--- config.mk ---
export PLATFORM = sky130hd
export DESIGN_NAME = msf_prep
export DESIGN_NICKNAME = d
export VERILOG_FILES = /design/src/hw/rtl/msf_pkg.sv /design/src/hw/rtl/msf_prep.sv
export SDC_FILE = /design/constraint.sdc
export NUM_CORES = 1
export LEC_CHECK = 0
export BUFFER_PORTS_ARGS = -buffer_cell sky130_fd_sc_hd__buf_2
export CAP_MARGIN = 20
export CORE_AREA = 4 4 171 173
export DETAILED_ROUTE_END_ITERATION = 10
export DIE_AREA = 0 0 175 177
export GPL_TIMING_DRIVEN = 0
export PLACE_DENSITY = 0.8
export SYNTH_ARGS = -nofsm -noshare
export SYNTH_HDL_FRONTEND = slang
export SYNTH_SLANG_ARGS = --single-unit
--- constraint.sdc ---
create_clock -name vclk -period 12.55
set_clock_uncertainty 0.15 [all_clocks]
set_input_delay 0 -clock vclk [all_inputs]
set_output_delay 0 -clock vclk [all_outputs]
set_load 0.05 [all_outputs]
--- src/hw/rtl/msf_pkg.sv ---
// msf_pkg: shared types and constants for the motion sensor fusion block
// used by every module under hw/rtl, no dependencies

package msf_pkg;

   localparam int DATA_W    = 32;
   localparam int MARGIN_W  = 31;
   localparam int WEIGHT_W  = 17;
   localparam int CSR_AW    = 4;
   localparam int CSR_DW    = 32;

   // weight of 1.0 in q1.16
   localparam logic [WEIGHT_W-1:0] Q_ONE = 17'h10000;
   localparam logic signed [DATA_W-1:0] I32_MAX = 32'sh7fff_ffff;

   // register indexes, byte address is 4 * index
   localparam logic [1:0] REG_MOTOR_MARGIN = 2'd0;
   localparam logic [1:0] REG_VEL_WEIGHT   = 2'd1;
   localparam logic [1:0] REG_ACCEL_WEIGHT = 2'd2;

   typedef struct packed {
      logic [MARGIN_W-1:0] motor_margin;
      logic [WEIGHT_W-1:0] velocity_weight;
      logic [WEIGHT_W-1:0] accel_weight;
   } cfg_type;

   typedef struct packed {
      logic signed [DATA_W-1:0] tape_dist_a;
      logic signed [DATA_W-1:0] tape_dist_b;
      logic signed [DATA_W-1:0] wheel_dist_a;
      logic signed [DATA_W-1:0] wheel_dist_b;
      logic signed [DATA_W-1:0] drive_dist;
      logic signed [DATA_W-1:0] wheel_vel_a;
      logic signed [DATA_W-1:0] wheel_vel_b;
      logic signed [DATA_W-1:0] accel_a;
      logic signed [DATA_W-1:0] accel_b;
      logic signed [DATA_W-1:0] accel_c;
   } req_type;

   typedef struct packed {
      logic signed [DATA_W-1:0] position;
      logic signed [DATA_W-1:0] vel_sample;
      logic signed [DATA_W-1:0] accel_sample;
   } prep_type;

endpackage

--- src/hw/rtl/msf_prep.sv ---
// msf_prep: position fusion, wheel velocity mean and accel median
// combinational, depends on msf_pkg

module msf_prep (
   input  msf_pkg::req_type                  req,
   input  logic [msf_pkg::MARGIN_W-1:0]      motor_margin,
   output msf_pkg::prep_type                 prep
);

   logic signed [31:0] max_tape;
   logic signed [31:0] max_wheel;
   logic signed [31:0] base;
   logic signed [32:0] top_wide;
   logic signed [31:0] top;
   logic signed [31:0] raised;
   logic signed [32:0] vel_sum;
   logic signed [32:0] vel_adj;
   logic signed [31:0] lo_ab;
   logic signed [31:0] hi_ab;
   logic signed [31:0] mid_c;

   always_comb begin
      max_tape  = (req.tape_dist_a > req.tape_dist_b) ? req.tape_dist_a : req.tape_dist_b;
      max_wheel = (req.wheel_dist_a > req.wheel_dist_b) ? req.wheel_dist_a : req.wheel_dist_b;
      base      = (max_tape > max_wheel) ? max_tape : max_wheel;

      // margin is non-negative, so only positive overflow can happen
      top_wide = {base[31], base} + $signed({2'b00, motor_margin});
      top      = (top_wide > $signed({1'b0, msf_pkg::I32_MAX})) ? msf_pkg::I32_MAX
                                                               : top_wide[31:0];
      raised   = (req.drive_dist > base) ? req.drive_dist : base;
      prep.position = (raised < top) ? raised : top;

      // mean truncated toward zero
      vel_sum = {req.wheel_vel_a[31], req.wheel_vel_a}
              + {req.wheel_vel_b[31], req.wheel_vel_b};
      vel_adj = vel_sum + {32'd0, vel_sum[32]};
      prep.vel_sample = vel_adj[32:1];

      lo_ab = (req.accel_a < req.accel_b) ? req.accel_a : req.accel_b;
      hi_ab = (req.accel_a > req.accel_b) ? req.accel_a : req.accel_b;
      mid_c = (hi_ab < req.accel_c) ? hi_ab : req.accel_c;
      prep.accel_sample = (lo_ab > mid_c) ? lo_ab : mid_c;
   end

endmodule

# == Word-level counts from Yosys, hierarchy flattened ==
# Index checks and enable logic that the tools add are counted.
# totals
input_bits,351
reg_bits,0
word_cells,23
# op_classes
mux,10
order_cmp,10
n_addsub,3
# ops
op,count
$mux 32,10
$gt 32x32->1,6
$lt 32x32->1,3
$add 32x32->33,2
$add 33x1->33,1
$gt 33x32->1 const B,1

# == Logic depth before layout (Yosys ltp) ==
# Gate-level depths: netlist of the first run.
# logic_depth
ltp_word,9
ltp_mapped,48
ltp_nobuf,41

# == Worst setup path before layout of the first run ==
# OpenSTA, ideal clock, no wires.
# synth_timing
kind,input port to output port
start,in req[206] in the netlist's numbering
end,out prep[68] in the netlist's numbering
arrival_ns,9.793
setup_slack_ns,2.607
cell_stages,42
path_buffers,5
path_cell_list,inv_1 -> ha_1 -> a21oi_1 -> nand2_1 -> a221o_1 -> o31a_1 -> or3_1 -> nand2_1 -> buf_2 -> mux2i_1 -> ha_1 -> a21oi_1 -> o21ai_0 -> a221o_1 -> o21ai_0 -> nand3_1 -> o211ai_1 -> clkbuf_1 -> [6 not listed] -> nor3_1 -> o31a_1 -> nor4_1 -> or2_1 -> clkbuf_1 -> clkbuf_1 -> mux2_2 -> ha_1 -> a21o_1 -> a21o_1 -> a21oi_1 -> o21ai_0 -> a21oi_1 -> or2_2 -> and2_1 -> clkbuf_1 -> o2bb2ai_1 -> a211oi_1
# synth_lines
element,line,text
start: declaration,msf_prep.sv:5,"input msf_pkg::req_type req,"
end: declaration,msf_prep.sv:7,output msf_pkg::prep_type prep

==> run_results.csv, run 1 <==
group,metric,value,unit
final_layout,fill_cells,2724,
timing,fmax,84.56,MHz
final_layout,fin_area,16970,sq um
worst_setup_path,critPathSlowestCell,"mux2i_1",
routing,vias,17370,
status,outcome,"finished clean",
worst_setup_path,crit_type,"primary input to output port",
floorplanning,start_util,0.5139,
min_path,hold_start,"req[9]",
synth,yosys-top-cells-area,"ha_1, mux2i_1, a21oi_1, inv_1, a21o_1",
floorplanning,die_w,175,microns
global_routing,grt_max_degree,11,
routing,routed_wirelength,56940,microns
synth,syn_nets,2707,
worst_setup_path,critPathLaunchType,"primary input",
flow_run,max_cap_viol_count,0,
synth,syn_inst,2036,
worst_setup_path,slowest_delay,0.62,ns
power,power_frac_seq,0,
floorplanning,io_pins,447,
final_layout,seq_cell_count,0,
global_routing,grt_antenna_before_repair,21,
synth,synth_top_area_cell,"ha_1",
power,combPwrFrac,1.000,
final_layout,n_clock_buffer,0,
timing,slew_viol_final,0,
routing,post_drt_wl_per_cell,19.78,microns
synth,synth.most_common_cell,"ha_1",
synth,yosys-top-cells-count,"ha_1, inv_1, a21oi_1, nor2_1, mux2i_1",
place,gp_congestion,1.022,
power,intPower,1321,uW
floorplanning,dieArea,30980,sq um
final_layout,multi_input_area,12990,sq um
place,io_buffers,447,
floorplanning,die_h,177,microns
floorplanning,core_area,27630,sq um
global_routing,grt_pass1_wl,85810,microns
timing,worst_slack,0.7247,ns
place,place_ws,0.2110,ns
power,leakagePower,0.009412,uW
timing,setup_viol,0,
clock_tree,cts_hold_buf,0,
timing,hold_viol,0,
global_routing,gr-usage-all-layers,0.3383,
power,p_sw_frac,0.6951,
final_layout,final_nets,3156,
timing,tns,0,ns
synth,yosysWarningCount,0,
synth,syn_avg_cell_area,6.973,sq um
clock_tree,cts_repair_resize_count,0,
routing,drt_first_iter_violations,1171,
worst_setup_path,cp_max_fo,10,
timing,fin_crit,11.83,ns
worst_setup_path,worstPathArrival,11.68,ns
timing,finalCritPeriodShare,0.9423,
final_layout,stdcell_count,2879,
global_routing,overflow,0,
power,p_per_area,255.2,nW/um^2
place,place_area,16910,sq um
routing,vias_per_cell,6.034,
routing,dr.pass1.iters,5,
final_layout,drive_gt1_frac,0.2151,
synth,synth_top_area_frac,0.2803,
timing,worstMarginPinSlew,0.8995,ns
power,ir_drop,0.0006756,V
synth,yosysUniqueCellTypes,79,
final_layout,regArea,0,sq um
final_layout,synthToLayoutAreaGrowth,19.56,%
timing,slew_headroom,0.3848,
worst_setup_path,worstSetupEndpointType,"output port",
routing,drc_errors,0,
min_path,hold_end,"prep[9]",
clock_tree,cts_setup_buffers,0,
power,totalPowerFinal,4332,uW
worst_setup_path,cpMostUsedCell,"a21oi_1",
power,switchingPower,3011,uW
floorplanning,rows,61,
power,p_clk_frac,0,
min_path,hold_class,"primary input to output port",
min_path,worst_hold_path.num_cells,4,
place,placedCellCount,2861,
synth,yosysSeqAreaShare,0,
synth,synth_area,14200,sq um
place,place_hpwl,50350,microns
timing,rsz0062_at_grt,"no",
worst_setup_path,required,12.40,ns
global_routing,grt_pass1_vias,16510,
routing,ant_nets,0,
## cell usage in the layout (no fill, tap or decap), types with 6 or more instances in the layout
cell      synthesis  routed
nor2b_1          14      14
xor2_1           27      27
a21oi_1         242     242
buf_4             6       6
nor4_1           19      18
o21bai_1         12      12
o21ai_0          95      94
o21a_1           20      20
inv_1           249     249
nor2_1          141     141
nand3_1          42      42
or2_2             9       9
nand4_1          65      65
mux2i_1         134     134
and3_1           16      16
nand2_1         129     129
diode_2           0      18
o31a_1            9       9
nor3_1           63      63
a221oi_1          9       8
xnor2_1          49      49
a21o_1           92      92
clkbuf_1         37      31
o211ai_1         23      23
a31oi_1           7       7
mux2_2           34      34
buf_2            10     457
or3_1            11      11
clkbuf_2          0       7
a211oi_1         16      16
nand2b_1         17      17
ha_1            318     318
and2_1           16      16
## area by class of cell
| class | instances | area share |
|---|---|---|
| plain buffers | 62 | 0.01762 |
| diodes | 18 | 0.002654 |
| well taps | 378 | 0.02786 |
| repair buffers | 447 | 0.1318 |
| multi-input cells | 1725 | 0.7650 |
| inverters | 249 | 0.05506 |
## metrics by stage
| stage | utilization | hold slack (ns) |
|---|---|---|
| after floorplan | - | 0.3300 |
| after detailed placement | 0.6119 | 0.4157 |
| after CTS | 0.6119 | 0.4202 |
| after global placement | 0.6119 | 0.4091 |
| final | 0.6143 | 0.4222 |
| after global routing | 0.6141 | 0.4532 |
## logic make-up (layout without fill, tap and decap cells)
kind of cell / count (synthesis) / count (layout) / share of synthesized area
buffers and inverters: 311 / 758 / 0.08628
xor gates and xnor gates: 76 / 76 / 0.04688
AOI/OAI and AO/OA: 597 / 597 / 0.2667
and+or+nand+nor: 564 / 564 / 0.1956
other: 0 / 18 / 0
muxes: 168 / 168 / 0.1214
adders and majority gates: 320 / 320 / 0.2831
## how the worst max path moves through the flow
stage               endpoint     start  slack (ns)  depth (start not counted)
global placement    prep[83]  req[270]        0.46                         45
detailed placement  prep[76]  req[270]        0.21                         46
finish              prep[82]  req[277]        0.72                         45
global route        prep[81]  req[270]       0.008                         49
CTS                 prep[76]  req[270]        0.20                         46
floorplan           prep[68]  req[206]        2.61                         42
## routing by layer
layer / wire, microns / up-vias / track usage
li1: - / 8391 / -
met1: 22970 / 8026 / 0.4182
met2: 27280 / 820 / 0.6111
met3: 4786 / 128 / 0.04999
met4: 1833 / 8 / 0.09591
met5: 66 / - / 0
## power groups by stage
| stage | registers (uW) | logic (uW) | clock network [uW] |
|---|---|---|---|
| 2_1_floorplan | 0 | 3220 | 0 |
| 4_1_cts | 0 | 4260 | 0 |
| 5_1_grt | 0 | 4640 | 0.000160 |
| 3_5_place_dp | 0 | 4240 | 0 |
| 3_3_place_gp | 0 | 4190 | 0 |
| 6_report | 0 | 4330 | 0.000192 |
## critical path, delay by kind of cell
family                   cells  cell delay (ns)
buffers and inverters        9             2.40
AO/OA/AOI/OAI               23             5.77
multiplexers                 2             0.99
AND/OR/NAND/NOR              7             1.24
adder cells (fa/ha/maj)      4             1.25
Power figures use the tool's default switching activity.
==> run 2, diff against run 1 <==
Settings changed: CORE_AREA 4 4 171 173 to 2 2 174 176, DIE_AREA 0 0 175 177 to 0 0 176 178, PLACE_DENSITY 0.8 to 0.76.
==> run_results.csv, run 2 (synthesis gave the netlist of run 1 again) <==
group,metric,value,unit
min_path,worst_hold_path.num_cells,4,
timing,finalCritPeriodShare,0.9468,
global_routing,gr-usage-all-layers,0.3553,
final_layout,fin_area,17040,sq um
worst_setup_path,crit_type,"primary input to output port",
final_layout,final_cell_mix,"buf_2, ha_1, inv_1, a21oi_1, nor2_1",
timing,rsz0062_at_grt,"no",
final_layout,final_nets,3157,
floorplanning,dieArea,31330,sq um
worst_setup_path,worstPathArrival,11.73,ns
flow_run,max_cap_viol_count,0,
routing,routed_wirelength,58980,microns
floorplanning,die_w,176,microns
worst_setup_path,critPathSlowestCell,"mux2i_1",
final_layout,drive_gt1_frac,0.2182,
timing,setup_viol,0,
global_routing,overflow,0,
worst_setup_path,slowest_delay,0.58,ns
status,outcome,"finished clean",
timing,fin_crit,11.88,ns
floorplanning,die_h,178,microns
floorplanning,rows,63,
min_path,hold_start,"req[10]",
final_layout,fin_util,0.5794,
worst_setup_path,worstSetupEndpointType,"output port",
timing,hold_viol,0,
final_layout,fill_cells,2956,
routing,drc_errors,0,
place,io_buffers,447,
worst_setup_path,cp_max_fo,10,
final_layout,synthToLayoutAreaGrowth,19.99,%
routing,post_drt_wl_per_cell,20.32,microns
floorplanning,core_area,29400,sq um
routing,dr.pass1.iters,6,
routing,vias_per_cell,5.963,
routing,drt_first_iter_violations,1316,
place,gp_congestion,1.014,
place,place_hpwl,52180,microns
min_path,hold_end,"prep[10]",
timing,slew_headroom,0.3382,
timing,tns,0,ns
final_layout,multi_input_area,12990,sq um
worst_setup_path,critPathLaunchType,"primary input",
place,place_area,16930,sq um
final_layout,seq_cell_count,0,
final_layout,n_clock_buffer,0,
global_routing,grt_max_degree,11,
routing,vias,17310,
routing,ant_nets,0,
final_layout,regArea,0,sq um
timing,fmax,84.16,MHz
timing,worstMarginPinSlew,0.9928,ns
global_routing,grt_antenna_before_repair,39,
timing,slew_viol_final,0,
floorplanning,io_pins,447,
worst_setup_path,cpMostUsedCell,"a21oi_1",
worst_setup_path,required,12.40,ns
final_layout,mostFrequentLayoutCell,"buf_2",
global_routing,grt_pass1_wl,88490,microns
min_path,hold_class,"primary input to output port",
global_routing,grt_pass1_vias,16570,
floorplanning,start_util,0.4829,
[run 2: how the worst max path moves through the flow]
stage	end	slack [ns]	startpoint	cells after the start
2_1_floorplan	prep[68]	2.61	req[206]	42
3_3_place_gp	prep[76]	0.28	req[302]	45
3_5_place_dp	prep[76]	0.20	req[302]	45
4_1_cts	prep[76]	0.18	req[302]	45
5_1_grt	prep[76]	0.13	req[302]	48
6_report	prep[76]	0.67	req[302]	45
[run 2: area by class of cell]
class	count	area share
Antenna cell	29	0.004260
Inverter	249	0.05487
Buffer	62	0.01792
Multi-Input combinational cell	1725	0.7628
Timing Repair Buffer	448	0.1315
Tap cell	390	0.02864
[run 2: critical path: cells and delay by family]
family / cells / cell delay, ns
AND/OR/NAND/NOR: 9 / 1.81
AO/OA/AOI/OAI: 20 / 4.73
buffers and inverters: 10 / 2.87
multiplexers: 2 / 0.98
adder cells (fa/ha/maj): 4 / 1.31
[run 2: layer usage]
layer  part of all wire  up-vias  global-route usage
li1                   -     8403                   -
met1               0.41     8043              0.4318
met2               0.47      697              0.6258
met3              0.089      137             0.07673
met4              0.030       32              0.1092
met5             0.0038        -                   0
[run 2: per-stage QoR]
stage / cells / hold slack (ns) / setup WS (ns)
5_1_grt: 2887 / 0.4467 / 0.1273
4_1_cts: 2874 / 0.4280 / 0.1779
6_report: 2903 / 0.4145 / 0.6681
3_5_place_dp: 2874 / 0.4241 / 0.1983
3_3_place_gp: 2873 / 0.4144 / 0.2845
2_1_floorplan: 2036 / 0.3300 / 2.607
[run 2: repair_timing]
action                     in CTS  in global routing
hold buffers                    0                  0
setup buffers                   0                  0
resized for setup               0                 29
setup endpoints to repair       0                 30
