--- src/hw/rtl/msf_pkg.sv ---
// msf_pkg: shared types and constants for the motion sensor fusion block
// used by every module under hw/rtl, no dependencies

package msf_pkg;

   localparam int DATA_W    = 32;
   localparam int MARGIN_W  = 31;
   localparam int WEIGHT_W  = 17;
   localparam int CSR_AW    = 4;
   localparam int CSR_DW    = 32;

   // weight of 1.0 in q1.16
   localparam logic [WEIGHT_W-1:0] Q_ONE = 17'h10000;
   localparam logic signed [DATA_W-1:0] I32_MAX = 32'sh7fff_ffff;

   // register indexes, byte address is 4 * index
   localparam logic [1:0] REG_MOTOR_MARGIN = 2'd0;
   localparam logic [1:0] REG_VEL_WEIGHT   = 2'd1;
   localparam logic [1:0] REG_ACCEL_WEIGHT = 2'd2;

   typedef struct packed {
      logic [MARGIN_W-1:0] motor_margin;
      logic [WEIGHT_W-1:0] velocity_weight;
      logic [WEIGHT_W-1:0] accel_weight;
   } cfg_type;

   typedef struct packed {
      logic signed [DATA_W-1:0] tape_dist_a;
      logic signed [DATA_W-1:0] tape_dist_b;
      logic signed [DATA_W-1:0] wheel_dist_a;
      logic signed [DATA_W-1:0] wheel_dist_b;
      logic signed [DATA_W-1:0] drive_dist;
      logic signed [DATA_W-1:0] wheel_vel_a;
      logic signed [DATA_W-1:0] wheel_vel_b;
      logic signed [DATA_W-1:0] accel_a;
      logic signed [DATA_W-1:0] accel_b;
      logic signed [DATA_W-1:0] accel_c;
   } req_type;

   typedef struct packed {
      logic signed [DATA_W-1:0] position;
      logic signed [DATA_W-1:0] vel_sample;
      logic signed [DATA_W-1:0] accel_sample;
   } prep_type;

endpackage

--- src/hw/rtl/msf_csr.sv ---
// msf_csr: apb-style register file holding margin and filter weights
// depends on msf_pkg

module msf_csr (
   input  logic                          clock,
   input  logic                          reset,
   input  logic                          psel,
   input  logic                          penable,
   input  logic                          pwrite,
   input  logic [msf_pkg::CSR_AW-1:0]    paddr,
   input  logic [msf_pkg::CSR_DW-1:0]    pwdata,
   output logic [msf_pkg::CSR_DW-1:0]    prdata,
   output logic                          pready,
   output msf_pkg::cfg_type              cfg
);

   msf_pkg::cfg_type cfg_ff;
   msf_pkg::cfg_type cfg_in;
   logic             wr_en;
   logic [1:0]       reg_idx;

   assign pready  = 1'b1;
   assign wr_en   = psel && penable && pwrite;
   assign reg_idx = paddr[3:2];

   always_comb begin
      cfg_in = cfg_ff;
      if (wr_en) begin
         case (reg_idx)
            msf_pkg::REG_MOTOR_MARGIN: begin
               cfg_in.motor_margin = pwdata[msf_pkg::MARGIN_W-1:0];
            end
            msf_pkg::REG_VEL_WEIGHT: begin
               cfg_in.velocity_weight = pwdata[msf_pkg::WEIGHT_W-1:0];
            end
            msf_pkg::REG_ACCEL_WEIGHT: begin
               cfg_in.accel_weight = pwdata[msf_pkg::WEIGHT_W-1:0];
            end
            default: begin
               cfg_in = cfg_ff;
            end
         endcase
      end
   end

   always_comb begin
      case (reg_idx)
         msf_pkg::REG_MOTOR_MARGIN: begin
            prdata = {1'b0, cfg_ff.motor_margin};
         end
         msf_pkg::REG_VEL_WEIGHT: begin
            prdata = {15'd0, cfg_ff.velocity_weight};
         end
         msf_pkg::REG_ACCEL_WEIGHT: begin
            prdata = {15'd0, cfg_ff.accel_weight};
         end
         default: begin
            prdata = '0;
         end
      endcase
   end

   always_ff @(posedge clock) begin
      if (reset) begin
         cfg_ff <= '0;
      end else begin
         cfg_ff <= cfg_in;
      end
   end

   assign cfg = cfg_ff;

endmodule

--- config.mk ---
export PLATFORM = sky130hd
export DESIGN_NAME = msf_csr
export DESIGN_NICKNAME = d
export VERILOG_FILES = /design/src/hw/rtl/msf_pkg.sv /design/src/hw/rtl/msf_csr.sv
export SDC_FILE = /design/constraint.sdc
export NUM_CORES = 1
export LEC_CHECK = 0
export BUFFER_PORTS_ARGS = -buffer_cell sky130_fd_sc_hd__buf_2
export CAP_MARGIN = 20
export CORE_UTILIZATION = 49
export CTS_BUF_LIST = sky130_fd_sc_hd__clkbuf_4
export CTS_CLUSTER_DIAMETER = 40
export DETAILED_ROUTE_END_ITERATION = 12
export PLACE_DENSITY = 0.82
export SYNTH_ARGS = -nofsm -noshare
export SYNTH_HDL_FRONTEND = slang
export SYNTH_SLANG_ARGS = --single-unit
--- constraint.sdc ---
create_clock -name clock -period 1.4 [get_ports clock]
set_input_delay 0.14 -clock clock [delete_from_list [all_inputs] [get_ports clock]]
set_output_delay 0.14 -clock clock [all_outputs]
set_load 0.02 [all_outputs]
# == After elaboration in Yosys (flattened, before gate mapping) ==
# Cells that the tools add are included.
# Widths: inputs -> output; s select.
# op_classes
eq_ne,2
mux,1
reduce_logical,6
# ops
operator,n
$pmux 31 s3,1
$reduce_and 2->1,3
$eq 2x1->1 const B,1
$eq 2x2->1 const B,1
$logic_and 1x1->1,2
$logic_not 2->1,1
# word_totals
register_bits,65
input_bits,41
out_inout_bits,98
word_cells,12

# == Logic depth before layout (Yosys ltp) ==
# Gate-level depths: netlist of the first run.
# depth
depth_word,3
ltp_mapped,6
ltp_nobuf,3

# == Worst setup path after synthesis of the first run ==
# OpenSTA, ideal clock, no wires.
# synth_timing
path_kind,input-to-output
startpoint,input paddr[3] in the netlist's numbering
endpoint,output prdata[10] in the netlist's numbering
t_arrival_ns,1.121
required_time_ns,1.260
path_slack_ns,0.139
path_stages,4
n_path_buf,2
cell_sequence,buf_6 -> buf_2 -> mux2i_1 -> o21ai_0
# synth_between
elab_chain_len,2
word_cells_on_any_way,4
classes_between,eq/ne (2); mux (1); reduce/logical (1)
# synth_lines
element,line_no,rtl
start: declaration,msf_csr.sv:10,"input logic [msf_pkg::CSR_AW-1:0] paddr,"
"$eq 2x2->1, or another cell as far along",msf_csr.sv:47,case (reg_idx)
$pmux 31 s3 *,msf_csr.sv:47,
end: declaration,msf_csr.sv:12,"output logic [msf_pkg::CSR_DW-1:0] prdata,"
# Every way passes the cells marked *; elsewhere a longest branch is shown, timed or not.

# == Final worst setup path of the first run ==
# layout_timing
startpoint,register cfg_ff (netlist bit cfg[9])
endpoint,output prdata[9] in the netlist's numbering
# layout_between
elab_chain_len,1
# layout_lines
element,line_no,rtl
start: declaration,msf_csr.sv:17,msf_pkg::cfg_type cfg_ff;
start signal: assignment,msf_csr.sv:67,cfg_ff <= cfg_in;
$pmux 31 s3,msf_csr.sv:47,
# No other way between the ends.

==> results of run 1 <==
-- worst max path at each step --
stage | to | slack, ps | cells past startpoint
floorplan | prdata[10] | 140 | 4
global placement | prdata[2] | 240 | 6
detailed placement | cfg[53]$_SDFFE_PP0P_ | 220 | 5
CTS | prdata[9] | 20 | 3
global route | prdata[12] | 0.1 | 3
finish | prdata[9] | 80 | 3
-- what timing repair did --
action | CTS | global route
resized for setup | 0 | 20
hold endpoints to repair | 6 | 1
hold buffers | 6 | 1
setup endpoints to repair | 0 | 11
-- area by class of cell --
type,count,area (um2),area share
sequential,65,1320,0.318
tap,77,96.3,0.0233
multi-input combinational,234,1710,0.413
clock inverter,5,46.3,0.0112
timing repair buffer,153,891,0.215
clock buffer,11,82.6,0.0199
-- metrics by stage --
| step | total power, mW | hold WS, ps | instance area (um2) | utilization |
|---|---|---|---|---|
| 6_report | 3.47 | 20.9 | 4140 | 0.656 |
| 5_1_grt | 3.63 | 0.780 | 4140 | 0.656 |
| 4_1_cts | 3.49 | 0.200 | 4110 | 0.651 |
| 3_5_place_dp | 2.30 | 410 | 3920 | 0.621 |
| 3_3_place_gp | 2.30 | 406 | 3920 | 0.621 |
| 2_1_floorplan | 2.17 | 295 | 3190 | - |
-- where the power goes --
group	leakage (nW)	switching, mW	internal (mW)	total, mW
logic	1.52	0.200	0.185	0.385
clock network	0.0734	0.625	0.567	1.19
registers	0.531	0.0181	1.87	1.89
total	2.13	0.843	2.62	3.47
-- cell usage after synthesis --
cell       n
nand2_1   17
nor2_2     1
nor2b_1    2
buf_6      4
nand4_1    2
buf_4      4
and2_1    14
and4_1     1
nand2b_1  96
o21ai_0   17
dfxtp_1   65
buf_8      3
clkbuf_1  13
buf_2      3
conb_1     2
mux2i_1   82
-- critical path, delay by kind of cell, from the launching register on --
kind | cells | cell delay [ps]
DFF | 1 | 370
buffers and inverters | 1 | 170
AOI/OAI and AO/OA | 1 | 160
muxes | 1 | 90
-- logic make-up after synthesis --
| logic type | synth area share |
|---|---|
| muxes | 0.257 |
| other | 0.00235 |
| buffers and inverters | 0.0576 |
| and+or+nand+nor | 0.248 |
| DFF | 0.408 |
| AOI/OAI and AO/OA | 0.0267 |
-- per-layer routing --
metal,global-route usage,part of all wire,vias up
met5,0,0,-
met4,0.0776,0.010,0
met3,0.0593,0.070,8
met2,0.394,0.49,95
met1,0.245,0.43,1223
li1,-,-,1344
==> impl_results.md, run 1 <==
- # port buffers: 133
- Synthesized Nets: 367
- Initial antenna violation count: 0
- Worst path max stage delay: 370 ps
- Max H-tree Level: 3
- Critical path launch point: cfg[9]$_SDFFE_PP0P_
- TritonCTS clock tree: yes
- Maximum vdd drop: 0.499 mV
- NumNets Final: 504
- Critical Path AT: 1180 ps
- Period utilization: 0.941
- Root Driver: clkbuf_4
- Starting Density: 0.505
- DIE HEIGHT: 82.7 um
- Max FFs per register: 65
- DRC: 0
- Synth top area share: 0.408
- Status: finished clean
- Worst hold endpoint: cfg[54]$_SDFFE_PP0P_
- Unrepaired setup endpoints after global routing: false
- CTS buffer count: 9
- Fraction of layout cells with a size suffix above 1: 0.372
- Detail Route Antenna Nets: 0
- Clock buffer depth: 2
- # IOs: 139
- Mapped cell area: 3190 um2
- Worst r2r path cells: 2
- Avg Cell Area, Syn: 9.79 um2
- Later-pin clock latency in the skew report: 380 ps
- Grt ovf: 0
- Crit Path Class: register to primary output
- Crit end category: primary output
- Full die area: 6840 um2
- Cell count of the worst hold path: 3
- Wire per inst: 13.8 um
- # Max-Cap Violations: 0
- Die outline width: 82.7 um
- CP Launch Type: register
- Most frequent cells in the layout: buf_2 (130), nand2b_1 (96), mux2i_1 (82)
- Placed instance count: 522
- Clock transition at the registers of the reported paths: 100 ps
- R2r startpoint: cfg[11]$_SDFFE_PP0P_
- HPWL Detailed: 5190 um
- Synthesis-to-finish area growth: 29.8%
- FILL cells: 536
- Final Max Tran Viols: 0
- HP Start: pwdata[20]
- Router iterations before antenna repair: 4
- Max frequency: 759 MHz
- Area contributors post-synth: dfxtp_1 (41%), mux2i_1 (26%), nand2b_1 (19%), and2_1 (2.7%), o21ai_0 (2.7%)
- Place WS: 217 ps
- Worst hold path class: input pin to register
- Seq/Total Area, Yosys: 0.408
- Reg2Reg Capture Point: cfg[11]$_SDFFE_PP0P_
- Ant diodes: 0
- CP max stage cell: dfxtp_1
- CTS Sinks: 65
- Yosys warns: 0
- Yosys top cell by area: dfxtp_1
- Most common cell after layout, fill and taps aside: buf_2
- PD cells: 837 nW/um2
- R2R Setup Slk: 740 ps
- Vias in the first global route: 2367
- Clock Skew: 0 ps
- Vias: 2670
- Synth Register Bits: 65
- Largest net degree at the start of global routing: 97
- Synth Instances: 326
- Fin worst setup slack: 83.1 ps
- Leak: 2.13 nW
- Total setup buffers inserted after CTS: 0
- First DRT Iteration DRCs: 77
- Overall Global Routing Usage: 0.219
- Non-filler cells, final: 545
- Final critical-path required period: 1320 ps
- CP max FO: 3
- Final Hold Viols: 0
- DR vias/cell: 4.90
- WP data required: 1260 ps
- Distinct cells, synth: 16
- Setup TNS: 0 ps
- Crit-path cells: mux2i_1 -> o21ai_1 -> buf_4
- DRT Wirelength: 7520 um
- First-pass GRT wire length: 11100 um
- Final number of setup-violating endpoints: 0
- Routability cong.: 0.685
- Core ar.: 6310 um2
- Row cnt: 29
Note: power is estimated with default switching activity, not from simulation.
==> run 2: changes to the inputs <==
--- a/config.mk
+++ b/config.mk
@@ -7,11 +7,12 @@
 export LEC_CHECK = 0
 export BUFFER_PORTS_ARGS = -buffer_cell sky130_fd_sc_hd__buf_2
 export CAP_MARGIN = 20
-export CORE_UTILIZATION = 49
+export CORE_UTILIZATION = 50
 export CTS_BUF_LIST = sky130_fd_sc_hd__clkbuf_4
 export CTS_CLUSTER_DIAMETER = 40
 export DETAILED_ROUTE_END_ITERATION = 12
-export PLACE_DENSITY = 0.82
+export MAX_ROUTING_LAYER = met4
+export PLACE_DENSITY = 0.84
 export SYNTH_ARGS = -nofsm -noshare
 export SYNTH_HDL_FRONTEND = slang
 export SYNTH_SLANG_ARGS = --single-unit
==> constraint.sdc (replaced) <==
create_clock -name clock -period 1.69 [get_ports clock]
set_input_delay 0.169 -clock clock [delete_from_list [all_inputs] [get_ports clock]]
set_output_delay 0.169 -clock clock [all_outputs]
set_load 0.02 [all_outputs]
==> run 2 against run 1 <==
Compared with the run above:
- setup slack better by 190 ps
- global-route usage is 1.3 points higher
- clock skew stayed put
- routed wire length is 1.0% higher
- die area is 1.9% lower
- cell area is 2.4% lower
- highest routed layer unchanged
==> impl_results.md, run 2 (synthesis results as in run 1) <==
- FILL cells: 521
- Maximum vdd drop: 0.470 mV
- Switching part of the total power: 0.248
- Register area: 1300 um2
- Overall Global Routing Usage: 0.232
- Multi-input gate area: 1710 um2
- Final number of setup-violating endpoints: 0
- Later-pin clock latency in the skew report: 390 ps
- PD cells: 704 nW/um2
- TritonCTS clock tree: yes
- Critical Path AT: 1250 ps
- Worst hold endpoint: cfg[62]$_SDFFE_PP0P_
- Placed instance count: 522
- DIE HEIGHT: 81.9 um
- WP data required: 1520 ps
- Cell count of the worst hold path: 3
- NumNets Final: 499
- First DRT Iteration DRCs: 77
- Detail Route Antenna Nets: 0
- Crit Path Class: register to primary output
- Unrepaired setup endpoints after global routing: false
- Root Driver: clkbuf_4
- Final Hold Viols: 0
- Total power draw: 2.85 mW
- Max H-tree Level: 3
- Most frequent cells in the layout: buf_2 (133), nand2b_1 (96), mux2i_1 (82)
- Worst hold path class: input pin to register
- Largest net degree at the start of global routing: 41
- Total setup buffers inserted after CTS: 0
- Combinational share of power: 0.108
- # Max-Cap Violations: 0
- Reg2Reg Capture Point: cfg[30]$_SDFFE_PP0P_
- Ant diodes: 0
- HPWL Detailed: 5500 um
- Resized Gates After CTS: 0
- R2R Setup Slk: 1020 ps
- Starting Density: 0.529
- CTS Sinks: 65
- DRC: 0
- Clock transition at the registers of the reported paths: 100 ps
- Row cnt: 28
- Worst r2r path cells: 2
- HP Start: pwdata[28]
- # IOs: 139
- DRT Wirelength: 7590 um
- Die outline width: 81.9 um
- Hold buffer count at CTS: 0
- Grt ovf: 0
- Core ar.: 6030 um2
- Setup TNS: 0 ps
- Wire per inst: 14.1 um
- Clock share of power: 0.342
- Clock buffer depth: 2
- Period utilization: 0.839
- Routability cong.: 0.743
- Most common cell after layout, fill and taps aside: buf_2
- Initial antenna violation count: 0
- CP Launch Type: register
- CTS buffer count: 9
- Vias: 2686
- Clock Skew: 0 ps
- # port buffers: 133
- DR vias/cell: 5.00
- Leak: 2.09 nW
- First-pass GRT wire length: 11200 um
- Vias in the first global route: 2434
- Status: finished clean
- Max frequency: 705 MHz
- CP max FO: 3
- Psw: 706 uW
- Synthesis-to-finish area growth: 26.7%
- Final Max Tran Viols: 0
- R2r startpoint: cfg[30]$_SDFFE_PP0P_
- Crit end category: primary output
- Max FFs per register: 65
- Full die area: 6700 um2
- Sequential Power Share: 0.550
- Fraction of layout cells with a size suffix above 1: 0.355
- Int Power: 2.14 mW
- Router iterations before antenna repair: 4
- Final critical-path required period: 1420 ps
- Non-filler cells, final: 537
run 2: stage by stage:
step                      cell area (um2)   util  setup WS (ps)  hold slack, ps
after CTS                            4040  0.671            229            7.45
after floorplan                      3190      -            371             324
after global placement               3920  0.651            342             430
after global routing                 4040  0.671            150            7.82
final                                4040  0.671            272            29.5
after detailed placement             3920  0.651            283             444
run 2: cell type report:
cell class | count | area share
clock buffers | 10 | 0.0186
clock inverters | 5 | 0.0118
multi-input cells | 234 | 0.423
flip-flops and latches | 65 | 0.322
well taps | 75 | 0.0232
repair buffers | 148 | 0.202
run 2: how the worst max path moves through the flow:
stage | startpoint | endpoint | slack, ps | cells after the start
detailed placement | paddr[2] | cfg[23]$_SDFFE_PP0P_ | 280 | 6
global placement | paddr[2] | cfg[24]$_SDFFE_PP0P_ | 340 | 6
CTS | cfg[16]$_SDFFE_PP0P_ | prdata[16] | 230 | 3
floorplan | paddr[3] | prdata[10] | 370 | 4
finish | cfg[16]$_SDFFE_PP0P_ | prdata[16] | 270 | 3
global route | cfg[38]$_SDFFE_PP0P_ | prdata[4] | 150 | 3
run 2: power groups by stage:
| stage | clock network [mW] | logic (mW) | registers (mW) |
|---|---|---|---|
| 2_1_floorplan | 0 | 0.173 | 1.62 |
| 3_3_place_gp | 0 | 0.304 | 1.60 |
| 3_5_place_dp | 0 | 0.310 | 1.60 |
| 4_1_cts | 0.999 | 0.311 | 1.57 |
| 5_1_grt | 1.08 | 0.332 | 1.57 |
| 6_report | 0.972 | 0.308 | 1.57 |
run 2: routing by layer:
| metal | share of wire | vias to the layer above | global-route usage |
|---|---|---|---|
| li1 | - | 1328 | - |
| met4 | 0.016 | 0 | 0.0930 |
| met2 | 0.49 | 94 | 0.392 |
| met5 | 0 | - | - |
| met3 | 0.064 | 15 | 0.0667 |
| met1 | 0.43 | 1249 | 0.255 |
run 2: worst max-delay path: stages (launching register included):
cell     delay (ps)
dfxtp_1         370
mux2i_1          80
o21ai_0         200
buf_2           200
